<file path="config.mk">
export PLATFORM = sky130hd
export DESIGN_NAME = swm_cell
export DESIGN_NICKNAME = d
export VERILOG_FILES = /design/src/sv/swm_pkg.sv /design/src/sv/swm_cell.sv
export SDC_FILE = /design/constraint.sdc
export NUM_CORES = 1
export LEC_CHECK = 0
export BUFFER_PORTS_ARGS = -buffer_cell sky130_fd_sc_hd__buf_2
export CAP_MARGIN = 15
export CORE_MARGIN = 8
export CORE_UTILIZATION = 40
export DETAILED_ROUTE_END_ITERATION = 7
export PLACE_DENSITY = 0.77
export SLEW_MARGIN = 20
export SYNTH_ARGS = -nofsm -noshare
export SYNTH_HDL_FRONTEND = slang
export SYNTH_SLANG_ARGS = --single-unit
</file>
<file path="constraint.sdc">
create_clock -name i_clk -period 4.9 [get_ports i_clk]
set_input_delay 0.245 -clock i_clk [delete_from_list [all_inputs] [get_ports i_clk]]
set_output_delay 0.245 -clock i_clk [all_outputs]
set_load 0.01 [all_outputs]
</file>
<file path="src/sv/swm_pkg.sv">
// ----------------------------------------------------------------------------
// swm_pkg
// Shared widths, defaults and control types for the sliding window median.
// ----------------------------------------------------------------------------
package swm_pkg;

    // Field widths fixed by the data format.
    localparam int SAMPLE_W      = 32;
    localparam int WIN_SIZE_W    = 7;

    // Default window capacity and default register value.
    localparam int WINDOW_MAX_DEF = 64;
    localparam logic [WIN_SIZE_W-1:0] WIN_SIZE_RESET = 7'd1;

    // Control broadcast from the top level to every cell.
    typedef struct packed {
        logic insert;   // a sample transaction is taken this cycle
        logic restart;  // the window is emptied before this sample enters
        logic full;     // the window holds K samples, so one is evicted
        logic wipe;     // a window size write empties the window
    } t_cell_ctl;

endpackage

</file>
<file path="src/sv/swm_cell.sv">
// ----------------------------------------------------------------------------
// swm_cell
// One slot of the sorted window: holds a value, its age and a valid bit, and
// moves values to or from its neighbors when a sample is inserted.
// ----------------------------------------------------------------------------
module swm_cell #(
    parameter int AGE_W = 6,
    parameter int CNT_W = 7
) (
    input  logic                               i_clk,
    input  logic                               i_rst_n,
    input  swm_pkg::t_cell_ctl                 i_ctl,
    input  logic signed [swm_pkg::SAMPLE_W-1:0] i_sample,
    input  logic [CNT_W-1:0]                   i_k_minus1,
    // Compacted view of the lower neighbor.
    input  logic signed [swm_pkg::SAMPLE_W-1:0] i_prev_w_value,
    input  logic [AGE_W-1:0]                   i_prev_w_age,
    input  logic                               i_prev_w_valid,
    input  logic                               i_prev_gw,
    // Stored state of the upper neighbor.
    input  logic signed [swm_pkg::SAMPLE_W-1:0] i_next_value,
    input  logic [AGE_W-1:0]                   i_next_age,
    input  logic                               i_next_valid,
    // Eviction seen at or below the lower neighbor.
    input  logic                               i_evict_in,
    output logic                               o_evict_out,
    // Compacted view of this cell for the upper neighbor.
    output logic signed [swm_pkg::SAMPLE_W-1:0] o_w_value,
    output logic [AGE_W-1:0]                   o_w_age,
    output logic                               o_w_valid,
    output logic                               o_gw,
    // Stored state and its update value.
    output logic signed [swm_pkg::SAMPLE_W-1:0] o_value,
    output logic [AGE_W-1:0]                   o_age,
    output logic                               o_valid,
    output logic signed [swm_pkg::SAMPLE_W-1:0] o_upd_value
);
    import swm_pkg::*;

    logic signed [SAMPLE_W-1:0] r_value, n_value;
    logic [AGE_W-1:0]           r_age, n_age;
    logic                       r_valid, n_valid;
    logic                       evict_here;
    logic                       evict_upto;

    // This cell holds the oldest sample of a full window.
    assign evict_here = i_ctl.full && r_valid &&
                        (CNT_W'(r_age) == i_k_minus1);
    assign evict_upto = i_evict_in | evict_here;

    // After removal of the evicted sample, cells above it move down by one.
    always_comb begin
        if (evict_upto) begin
            o_w_value = i_next_value;
            o_w_age   = i_next_age;
            o_w_valid = i_next_valid && !i_ctl.restart;
        end else begin
            o_w_value = r_value;
            o_w_age   = r_age;
            o_w_valid = r_valid && !i_ctl.restart;
        end
    end

    // An empty slot counts as larger than any sample.
    assign o_gw = !o_w_valid || (o_w_value > i_sample);

    // Insert the new sample: larger values move up by one slot.
    always_comb begin
        if (o_gw) begin
            if (i_prev_gw) begin
                n_value = i_prev_w_value;
                n_age   = i_prev_w_age + AGE_W'(1);
            end else begin
                n_value = i_sample;
                n_age   = '0;
            end
        end else begin
            n_value = o_w_value;
            n_age   = o_w_age + AGE_W'(1);
        end
        n_valid = o_w_valid | i_prev_w_valid;
    end

    // Payload registers.
    always_ff @(posedge i_clk) begin
        if (i_ctl.insert) begin
            r_value <= n_value;
            r_age   <= n_age;
        end
    end

    // Occupancy bit.
    always_ff @(posedge i_clk) begin
        if (!i_rst_n || i_ctl.wipe) begin
            r_valid <= 1'b0;
        end else if (i_ctl.insert) begin
            r_valid <= n_valid;
        end
    end

    assign o_evict_out = evict_upto;
    assign o_value     = r_value;
    assign o_age       = r_age;
    assign o_valid     = r_valid;
    assign o_upd_value = n_value;

endmodule

</file>
==> results_dict.tcl, run 1 <==
set metrics [dict create \
    status "complete, no violations" \
    ys_seq_area_frac 0.3284 \
    gp_congestion 0.7833 \
    syn-mean-instance-area_sq_um 9.768 \
    core_sq_mm 0.008636 \
    die_y_um 110.0 \
    crit_chain "xor2_1 -> nor3_1 -> a41oi_4 -> buf_4 -> buf_4 -> mux2_2 -> ha_1 -> a21oi_1 -> a211oi_1 -> or4b_1 -> a21oi_1 -> o21ai_4 -> buf_4 -> mux2_4 -> buf_2" \
    rsz0062_at_grt "false" \
    critPathMaxStageDelay_ns 0.53 \
    antenna_found_initial 1 \
    yosys_warnings 0 \
    syn_to_final_growth_pct 38.85 \
    routed_wl_um 12420 \
    drtIter0Drc 124 \
    cts_buffer_depth 2 \
    cts_setup_buffers 0 \
    fin_crit_ns 4.591 \
    cts_inserted_buffers 5 \
    ys_ff_latch 39 \
    crit_slowest_cell "or4b_1" \
    cts_tree "done" \
    clockRootBuffer "clkbuf_8" \
    p_leak_nw 2.530 \
    crit_required_ns 4.66 \
    port_buffers 236 \
    whs_path_depth 2 \
    num_vias 3572 \
    yosysUniqueCellTypes 32 \
    final_nets 752 \
    worstMarginPinSlew_ns 1.030 \
    firstDrtPassIters 4 \
    finalSetupViolCount 0 \
    via_per_inst 5.081 \
    dieArea_sq_mm 0.01210 \
    num_rows 34 \
    grt_pass1_wl_um 18420 \
    setup_tns_ns 0 \
    post-route-drc-count 0 \
    first_global_vias 3858 \
    whs_ns 0.1486 \
    slew_violations 0 \
    power_density_mw_per_mm2 215.6 \
    reg2reg_depth 14 \
    wl_per_cell_um 17.67 \
    syn_inst 362 \
    grtUsageTotal 0.1938 \
    worstPathMaxFanout 19 \
    synth_nets 521 \
    finClkSkew_ns 0.008125 \
    maxSlewHeadroom 0.3136 \
    clk_pin_slew_ns 0.08 \
    worst_ep_arrival_time_ns 4.35 \
    initial_core_util 0.4094 \
    max_freq_mhz 217.8 \
    synthesis.area_sq_mm 0.003536 \
    hp-class "input pin to flop" \
    fin_crit_sh 0.9370 \
    ir_worst_vdd_mv 0.1133 \
    ant_nets 0 \
    hold_viol_final 0 \
    grt_max_degree 70 \
    post-dp-hpwl_um 10320 \
    ctsResizeCount 0 \
    ioPinCount 237 \
    postCtsHoldBufs 0 \
    cp_common_cell "buf_4" \
    maxCapViolations 0 \
    globalRouteOverflowTotal 0 \
    start_kind "flop" \
    dieWidth_um 110.0 \
    worstSetupPathType "flop to output pin" \
    htree_levels 2 \
    cp-end-kind "output pin" \
    clock-sinks 39 \
    layout-drive-gt1-share 0.5320 \
    clock_latency_ns 0.29 \
]
path summary, 6_finish.rpt:
check	start	endpoint	slack, ns
max reg2reg	o_age[4]	o_value[29]	0.74
min	i_ctl[0]	o_valid	0.15
max	o_age[4]	o_upd_value[30]	0.31
min reg2reg	o_valid	o_valid	0.58
registers in the layout, indices dropped and copies added, names as in the netlist:
| signal | cells |
|---|---|
| o_valid | 1 |
| o_age | 6 |
| o_value | 32 |
per-layer routing:
layer	wire [um]	track usage	share of wire	up-vias
li1	-	-	-	1772
met1	4412	0.1954	0.36	1628
met2	6499	0.3707	0.52	160
met3	1327	0.06453	0.11	12
met4	185	0.05014	0.015	0
met5	0	0	0	-
critical path: cells and delay by family, from the launching register on:
| family | cells | cell delay [ns] |
|---|---|---|
| adders and majority gates | 1 | 0.32 |
| muxes | 2 | 0.64 |
| and+or+nand+nor | 2 | 0.88 |
| DFF | 1 | 0.46 |
| buffers and inverters | 4 | 0.82 |
| xor gates and xnor gates | 1 | 0.17 |
| AOI/OAI and AO/OA | 5 | 0.74 |
layout by cell type, fill, tap and decap left out:
cell type	instances
nand2_1	45
and3_1	2
xor2_1	8
o21ai_4	1
o21ai_0	36
a211oi_1	2
diode_2	1
nand4_1	8
nor2b_1	1
nor2_1	6
a21oi_1	14
a221oi_1	1
a2111oi_1	1
nand2b_1	2
nor4_1	2
buf_4	6
or4b_1	1
o211ai_1	2
a41oi_4	1
nand3_1	10
clkbuf_8	5
mux2_2	66
nor3_1	4
a2111oi_0	1
mux2i_1	10
mux2_4	2
dfxtp_1	1
clkinv_1	2
ha_1	34
clkbuf_1	1
buf_2	235
inv_1	35
xnor2_1	8
edfxtp_1	38
a21o_1	3
final cells by class:
class,instances,area [sq um]
fill,836,3726
sequential,39,1161
inverter,35,131.4
clock inverter,2,7.507
antenna,1,2.502
clock buffer,6,72.57
multi-input combinational,271,2178
timing repair buffer,241,1221
tap,108,135.1
stage by stage:
step	utilization	instances	setup slack, ns	total power [mW]	instance area, sq um
after floorplan	-	362	0.9301	0.6589	3536
after global placement	0.5587	694	0.6990	0.8393	4825
after detailed placement	0.5587	694	0.5909	0.8512	4825
after CTS	0.5680	702	0.2464	1.076	4905
after global routing	0.5685	703	0.09581	1.127	4910
final	0.5685	703	0.3087	1.058	4910
power breakdown:
part	switching, mW	internal [mW]	leakage, nW
clock network	0.121	0.0975	0.0403
logic	0.227	0.198	2.10
registers	0.0157	0.400	0.386
cells in the mapped netlist:
library cell / n / area [sq um]
a2111oi_0: 1 / 8.760
a21o_1: 3 / 22.52
buf_6: 2 / 22.52
a2111oi_1: 1 / 10.01
nor2_1: 6 / 22.52
ha_1: 34 / 425.4
nand2_1: 45 / 168.9
a21oi_1: 14 / 70.07
nand2b_1: 2 / 12.51
buf_2: 7 / 35.03
dfxtp_1: 1 / 20.02
nor3_1: 4 / 20.02
mux2i_1: 10 / 100.1
o21ai_1: 1 / 5.000
a41oi_2: 1 / 16.27
inv_1: 35 / 131.4
mux2_4: 2 / 30.03
a221oi_1: 1 / 8.760
xnor2_1: 8 / 70.07
a211oi_1: 2 / 15.01
nand4_1: 8 / 50.05
clkbuf_1: 8 / 30.03
mux2_2: 66 / 743.2
xor2_1: 8 / 70.07
nand3_1: 10 / 50.05
o211ai_1: 2 / 15.01
or4b_1: 1 / 10.01
o21ai_0: 36 / 180.2
nor2b_1: 1 / 6.260
edfxtp_1: 38 / 1141
nor4_1: 2 / 12.51
and3_1: 2 / 12.51
logic make-up after synthesis:
logic type                 Yosys count  synth area share
buffers and inverters               52           0.06192
and+or+nand+nor                     81            0.1033
muxes                               78            0.2470
DFF                                 39            0.3284
adders and majority gates           34            0.1203
xor gates and xnor gates            16           0.03963
AOI/OAI and AO/OA                   62           0.09943
No activity file was read; power rests on OpenSTA's default activity.
==> run 2, diff against run 1 <==
--- a/config.mk
+++ b/config.mk
@@ -5,12 +5,14 @@
 export SDC_FILE = /design/constraint.sdc
 export NUM_CORES = 1
 export LEC_CHECK = 0
-export BUFFER_PORTS_ARGS = -buffer_cell sky130_fd_sc_hd__buf_2
 export CAP_MARGIN = 15
+export CELL_PAD_IN_SITES_DETAIL_PLACEMENT = 2
+export CELL_PAD_IN_SITES_GLOBAL_PLACEMENT = 2
 export CORE_MARGIN = 8
-export CORE_UTILIZATION = 40
+export CORE_UTILIZATION = 35
 export DETAILED_ROUTE_END_ITERATION = 7
-export PLACE_DENSITY = 0.77
+export DONT_BUFFER_PORTS = 1
+export PLACE_DENSITY_LB_ADDON = 0.1
 export SLEW_MARGIN = 20
 export SYNTH_ARGS = -nofsm -noshare
 export SYNTH_HDL_FRONTEND = slang
==> run 2 against run 1 <==
Effect of this change: die area rose by 12%; count of clock-buffer cells in the layout is the same; critical path depth is 1 lower; sequential power increased by 5%; clock skew fell by 0.0053 ns; utilization shrank 18 points; global-route usage down 1.9 points.
==> results_dict.tcl, run 2 (synthesis gave the netlist of run 1 again) <==
set metrics [dict create \
    status "complete, no violations" \
    firstDrtPassIters 4 \
    final_cell_mix "mux2_2 (66), nand2_1 (45), edfxtp_1 (38)" \
    via_per_inst 5.587 \
    maxCapViolations 0 \
    dieWidth_um 116.5 \
    cts_tree "done" \
    cts_setup_buffers 2 \
    largest_register_ffs 32 \
    worstMarginPinSlew_ns 0.6147 \
    max_freq_mhz 214.5 \
    first_global_vias 3243 \
    num_vias 2749 \
    layout_commonest_cell "mux2_2" \
    diodes 0 \
    reg2reg_slack_ns 0.52 \
    start_kind "flop" \
    antenna_found_initial 0 \
    finalSetupViolCount 0 \
    num_rows 36 \
    cts_buffer_depth 2 \
    switching_share 0.3434 \
    ant_nets 0 \
    power.share.clock 0.234 \
    wl_per_cell_um 25.18 \
    die_y_um 116.5 \
    pwr-share-seq 0.465 \
    ir_worst_vdd_mv 0.1007 \
    cp-end-kind "output pin" \
    grtUsageTotal 0.1744 \
    grt_pass1_wl_um 18440 \
    slew_violations 0 \
    rsz0062_at_grt "false" \
    globalRouteOverflowTotal 0 \
    post-dp-hpwl_um 10210 \
    fin_crit_sh 0.9516 \
    post-route-drc-count 0 \
    core_sq_mm 0.009774 \
    design_area_sq_mm 0.003775 \
    hp-class "input pin to flop" \
    crit_required_ns 4.66 \
    layout-drive-gt1-share 0.2256 \
    worst_ep_arrival_time_ns 4.42 \
    dieArea_sq_mm 0.01357 \
    cts_inserted_buffers 5 \
    postCtsHoldBufs 0 \
    p_leak_nw 1.596 \
    clock_latency_ns 0.29 \
    pwr-share-comb 0.301 \
    initial_core_util 0.3618 \
    fin_util 0.3862 \
    htree_levels 2 \
    setup_tns_ns 0 \
    worstSetupPathType "flop to output pin" \
    p_total_mw 0.9347 \
    gp_congestion 0.7169 \
    p_switching_mw 0.3210 \
    syn_to_final_growth_pct 6.759 \
    port_buffers 0 \
    final_nets 517 \
    maxSlewHeadroom 0.5887 \
    grt_max_degree 70 \
    clockRootBuffer "clkbuf_8" \
    clk_pin_slew_ns 0.08 \
    p_int_mw 0.6137 \
    power_density_mw_per_mm2 247.6 \
    hold_viol_final 0 \
    fin_crit_ns 4.663 \
    routed_wl_um 12390 \
    ctsResizeCount 0 \
    placedInstanceArea_sq_mm 0.003680 \
    finClkSkew_ns 0.002801 \
    clock-sinks 39 \
    worstPathMaxFanout 35 \
    ioPinCount 237 \
    drtIter0Drc 71 \
]
==> run 2: worst paths after layout <==
check	startpoint	to	depth (start not counted)
worst min-delay path	i_ctl[0]	o_valid	1
worst min register to register	o_valid	o_valid	2
worst max register to register	o_age[4]	o_value[30]	14
worst max-delay path	o_age[4]	o_upd_value[30]	14
==> run 2: critical path: stages (launching register included) <==
cell and delay (ns):
edfxtp_1 0.53, xor2_1 0.19, nor3_1 0.10, a41oi_4 0.19
buf_4 0.44, mux2_2 0.45, ha_1 0.32, a21oi_1 0.16
nand2_1 0.07, a21oi_1 0.20, or4b_1 0.49, a21oi_1 0.28
o21ai_4 0.11, buf_12 0.21, mux2_4 0.35
==> run 2: power groups by stage <==
stage	clock, mW	sequential, mW	combinational, mW
6_report	0.219	0.435	0.281
4_1_cts	0.231	0.436	0.288
5_1_grt	0.244	0.439	0.314
2_1_floorplan	0	0.434	0.225
3_3_place_gp	0	0.442	0.278
3_5_place_dp	0	0.443	0.285
==> run 2: metrics by stage <==
| stage | hold slack, ns | std cells | setup slack (ns) |
|---|---|---|---|
| floorplan | 0.3331 | 362 | 0.9301 |
| global placement | 0.3386 | 482 | 0.3254 |
| detailed placement | 0.3457 | 482 | 0.1842 |
| CTS | 0.02429 | 492 | 0.1878 |
| global route | 0.01627 | 492 | 0.005036 |
| finish | 0.03842 | 492 | 0.2370 |
==> run 2: layout make-up <==
cell class              count  area (sq um)
clock buffers               6         72.57
clock inverters             2         7.507
fillers                  1074          6000
inverters                  35         131.4
multi-input cells         271          2178
flip-flops and latches     39          1161
well taps                 133         166.4
repair buffers              6         57.56
==> run 2: layer usage <==
metal / share of wire / up-vias / track usage / wire length, um
met5: 0 / - / 0 / 0
met4: 0.0073 / 0 / 0.03457 / 90
met3: 0.13 / 7 / 0.07497 / 1562
met2: 0.51 / 143 / 0.3282 / 6268
met1: 0.36 / 1305 / 0.1742 / 4469
li1: - / 1294 / - / -
==> run 3, diff against run 2 <==
--- a/config.mk
+++ b/config.mk
@@ -6,10 +6,10 @@
 export NUM_CORES = 1
 export LEC_CHECK = 0
 export CAP_MARGIN = 15
-export CELL_PAD_IN_SITES_DETAIL_PLACEMENT = 2
-export CELL_PAD_IN_SITES_GLOBAL_PLACEMENT = 2
+export CELL_PAD_IN_SITES_DETAIL_PLACEMENT = 1
+export CELL_PAD_IN_SITES_GLOBAL_PLACEMENT = 1
 export CORE_MARGIN = 8
-export CORE_UTILIZATION = 35
+export CORE_UTILIZATION = 45
 export DETAILED_ROUTE_END_ITERATION = 7
 export DONT_BUFFER_PORTS = 1
 export PLACE_DENSITY_LB_ADDON = 0.1
==> run 3 against run 2 <==
Effect of this change: utilization up 10 points; flip-flop and latch count unchanged; first-iteration DRC count fell by 11%; count of clock-buffer cells in the layout rose by 1; critical endpoint unchanged; largest cell class unchanged; highest routed layer unchanged.
==> results_dict.tcl, run 3 (synthesis gave the netlist of run 1 again) <==
set metrics [dict create \
    dieWidth_um 104.6 \
    post-dp-hpwl_um 9663 \
    worstSetupStartpoint "o_age[0]" \
    via_per_inst 6.033 \
    num_rows 32 \
    finalSetupViolCount 0 \
    num_vias 2781 \
    grt_pass1_wl_um 18000 \
    hp-class "input pin to flop" \
    fin_crit_sh 0.9229 \
    syn_to_final_growth_pct 5.626 \
    r2r_start "o_age[0]" \
    final_nets 517 \
    wl_per_cell_um 25.12 \
    p_leak_nw 1.598 \
    port_buffers 0 \
    diodes 0 \
    crit_required_ns 4.66 \
    layout-drive-gt1-share 0.2312 \
    cp-end-kind "output pin" \
    clock-sinks 39 \
    power_density_mw_per_mm2 252.7 \
    cts_inserted_buffers 5 \
    hold_viol_final 0 \
    antenna_found_initial 0 \
    p_total_mw 0.9438 \
    maxCapViolations 0 \
    maxSlewHeadroom 0.6128 \
    layout_commonest_cell "mux2_2" \
    initial_core_util 0.4600 \
    clock_latency_ns 0.30 \
    worst_ep_arrival_time_ns 4.28 \
    die_y_um 104.6 \
    globalRouteOverflowTotal 0 \
    worstPathMaxFanout 27 \
    ant_nets 0 \
    dieArea_sq_mm 0.01095 \
    ioPinCount 237 \
    top_layer "met4" \
    grt_max_degree 70 \
    cts_buffer_depth 2 \
    ctsResizeCount 0 \
    reg2reg_slack_ns 0.65 \
    rsz0062_at_grt "false" \
    ir_worst_vdd_mv 0.1214 \
    core_sq_mm 0.007687 \
    clockRootBuffer "clkbuf_8" \
    postCtsHoldBufs 0 \
    min_from "i_ctl[0]" \
    drtIter0Drc 63 \
    max_freq_mhz 221.1 \
    setup_tns_ns 0 \
    final_cell_mix "mux2_2 (66), nand2_1 (45), edfxtp_1 (38)" \
    gp_congestion 0.7551 \
    routed_wl_um 11580 \
    drt-met1-wl_um 4148 \
    status "complete, no violations" \
    grtUsageTotal 0.2024 \
    fin_crit_ns 4.522 \
    fill_cells 863 \
    finClkSkew_ns 0.01120 \
    clk_pin_slew_ns 0.08 \
    post-route-drc-count 0 \
    slew_violations 0 \
    worstMarginPinSlew_ns 0.5787 \
    start_kind "flop" \
    dr_wl_met2_um 5898 \
    wl_met3_um 1388 \
    htree_levels 2 \
    largest_register_ffs 32 \
    cts_tree "done" \
    worstSetupPathType "flop to output pin" \
    cts_setup_buffers 1 \
    firstDrtPassIters 4 \
    first_global_vias 3143 \
]
## run 3: cell count changes in the layout (fill, tap and decap cells not counted)
cell	change
buf_12	-1
clkbuf_8	+1
clkinv_1	-2
clkinv_2	+1
buf_4	+1
## run 3: per-layer routing
layer / track usage / vias to the layer above
met5: 0 / -
met4: 0.04995 / 0
met3: 0.09152 / 9
met2: 0.3725 / 164
met1: 0.2032 / 1309
li1: - / 1299
## run 3: where the power goes
group          internal, mW  leakage (nW)  switching, mW
Combinational         0.114          1.16          0.162
Sequential            0.401         0.386         0.0338
Clock                 0.114        0.0482          0.120
Total                 0.629          1.60          0.315
## run 3: path summary, 6_finish.rpt
check | to | cells after the start
min | o_valid | 1
min reg2reg | o_valid | 2
max | o_upd_value[30] | 14
max reg2reg | o_value[7] | 14
## run 3: worst max-delay path, cell delays in order (launching register included)
cell and delay, ns:
edfxtp_1 0.50, xor2_1 0.18, nor3_1 0.35, a41oi_4 0.15, buf_4 0.26, mux2_2 0.37
ha_1 0.32, a21oi_1 0.16, nand2_1 0.07, a21oi_1 0.17, or4b_1 0.46, a21oi_1 0.26
o21ai_4 0.09, buf_4 0.25, mux2_4 0.36
## run 3: per-stage QoR
stage	util	setup slack [ns]	hold WS (ns)	cells	area, sq um
floorplan	-	0.9301	0.3331	362	3536
global placement	0.4730	0.2862	0.3414	452	3636
detailed placement	0.4730	0.1737	0.3498	452	3636
CTS	0.4858	0.3206	0.02759	461	3735
global route	0.4858	0.07121	0.02961	461	3735
finish	0.4858	0.3778	0.03908	461	3735
## run 3: area by class of cell
type	instances	area (sq um)	share of cell area
clock buffers	7	86.33	0.02312
clock inverters	1	5.005	0.001340
inverters	35	131.4	0.03518
multi-input cells	271	2178	0.5833
flip-flops and latches	39	1161	0.3109
well taps	102	127.6	0.03417
repair buffers	6	45.04	0.01206
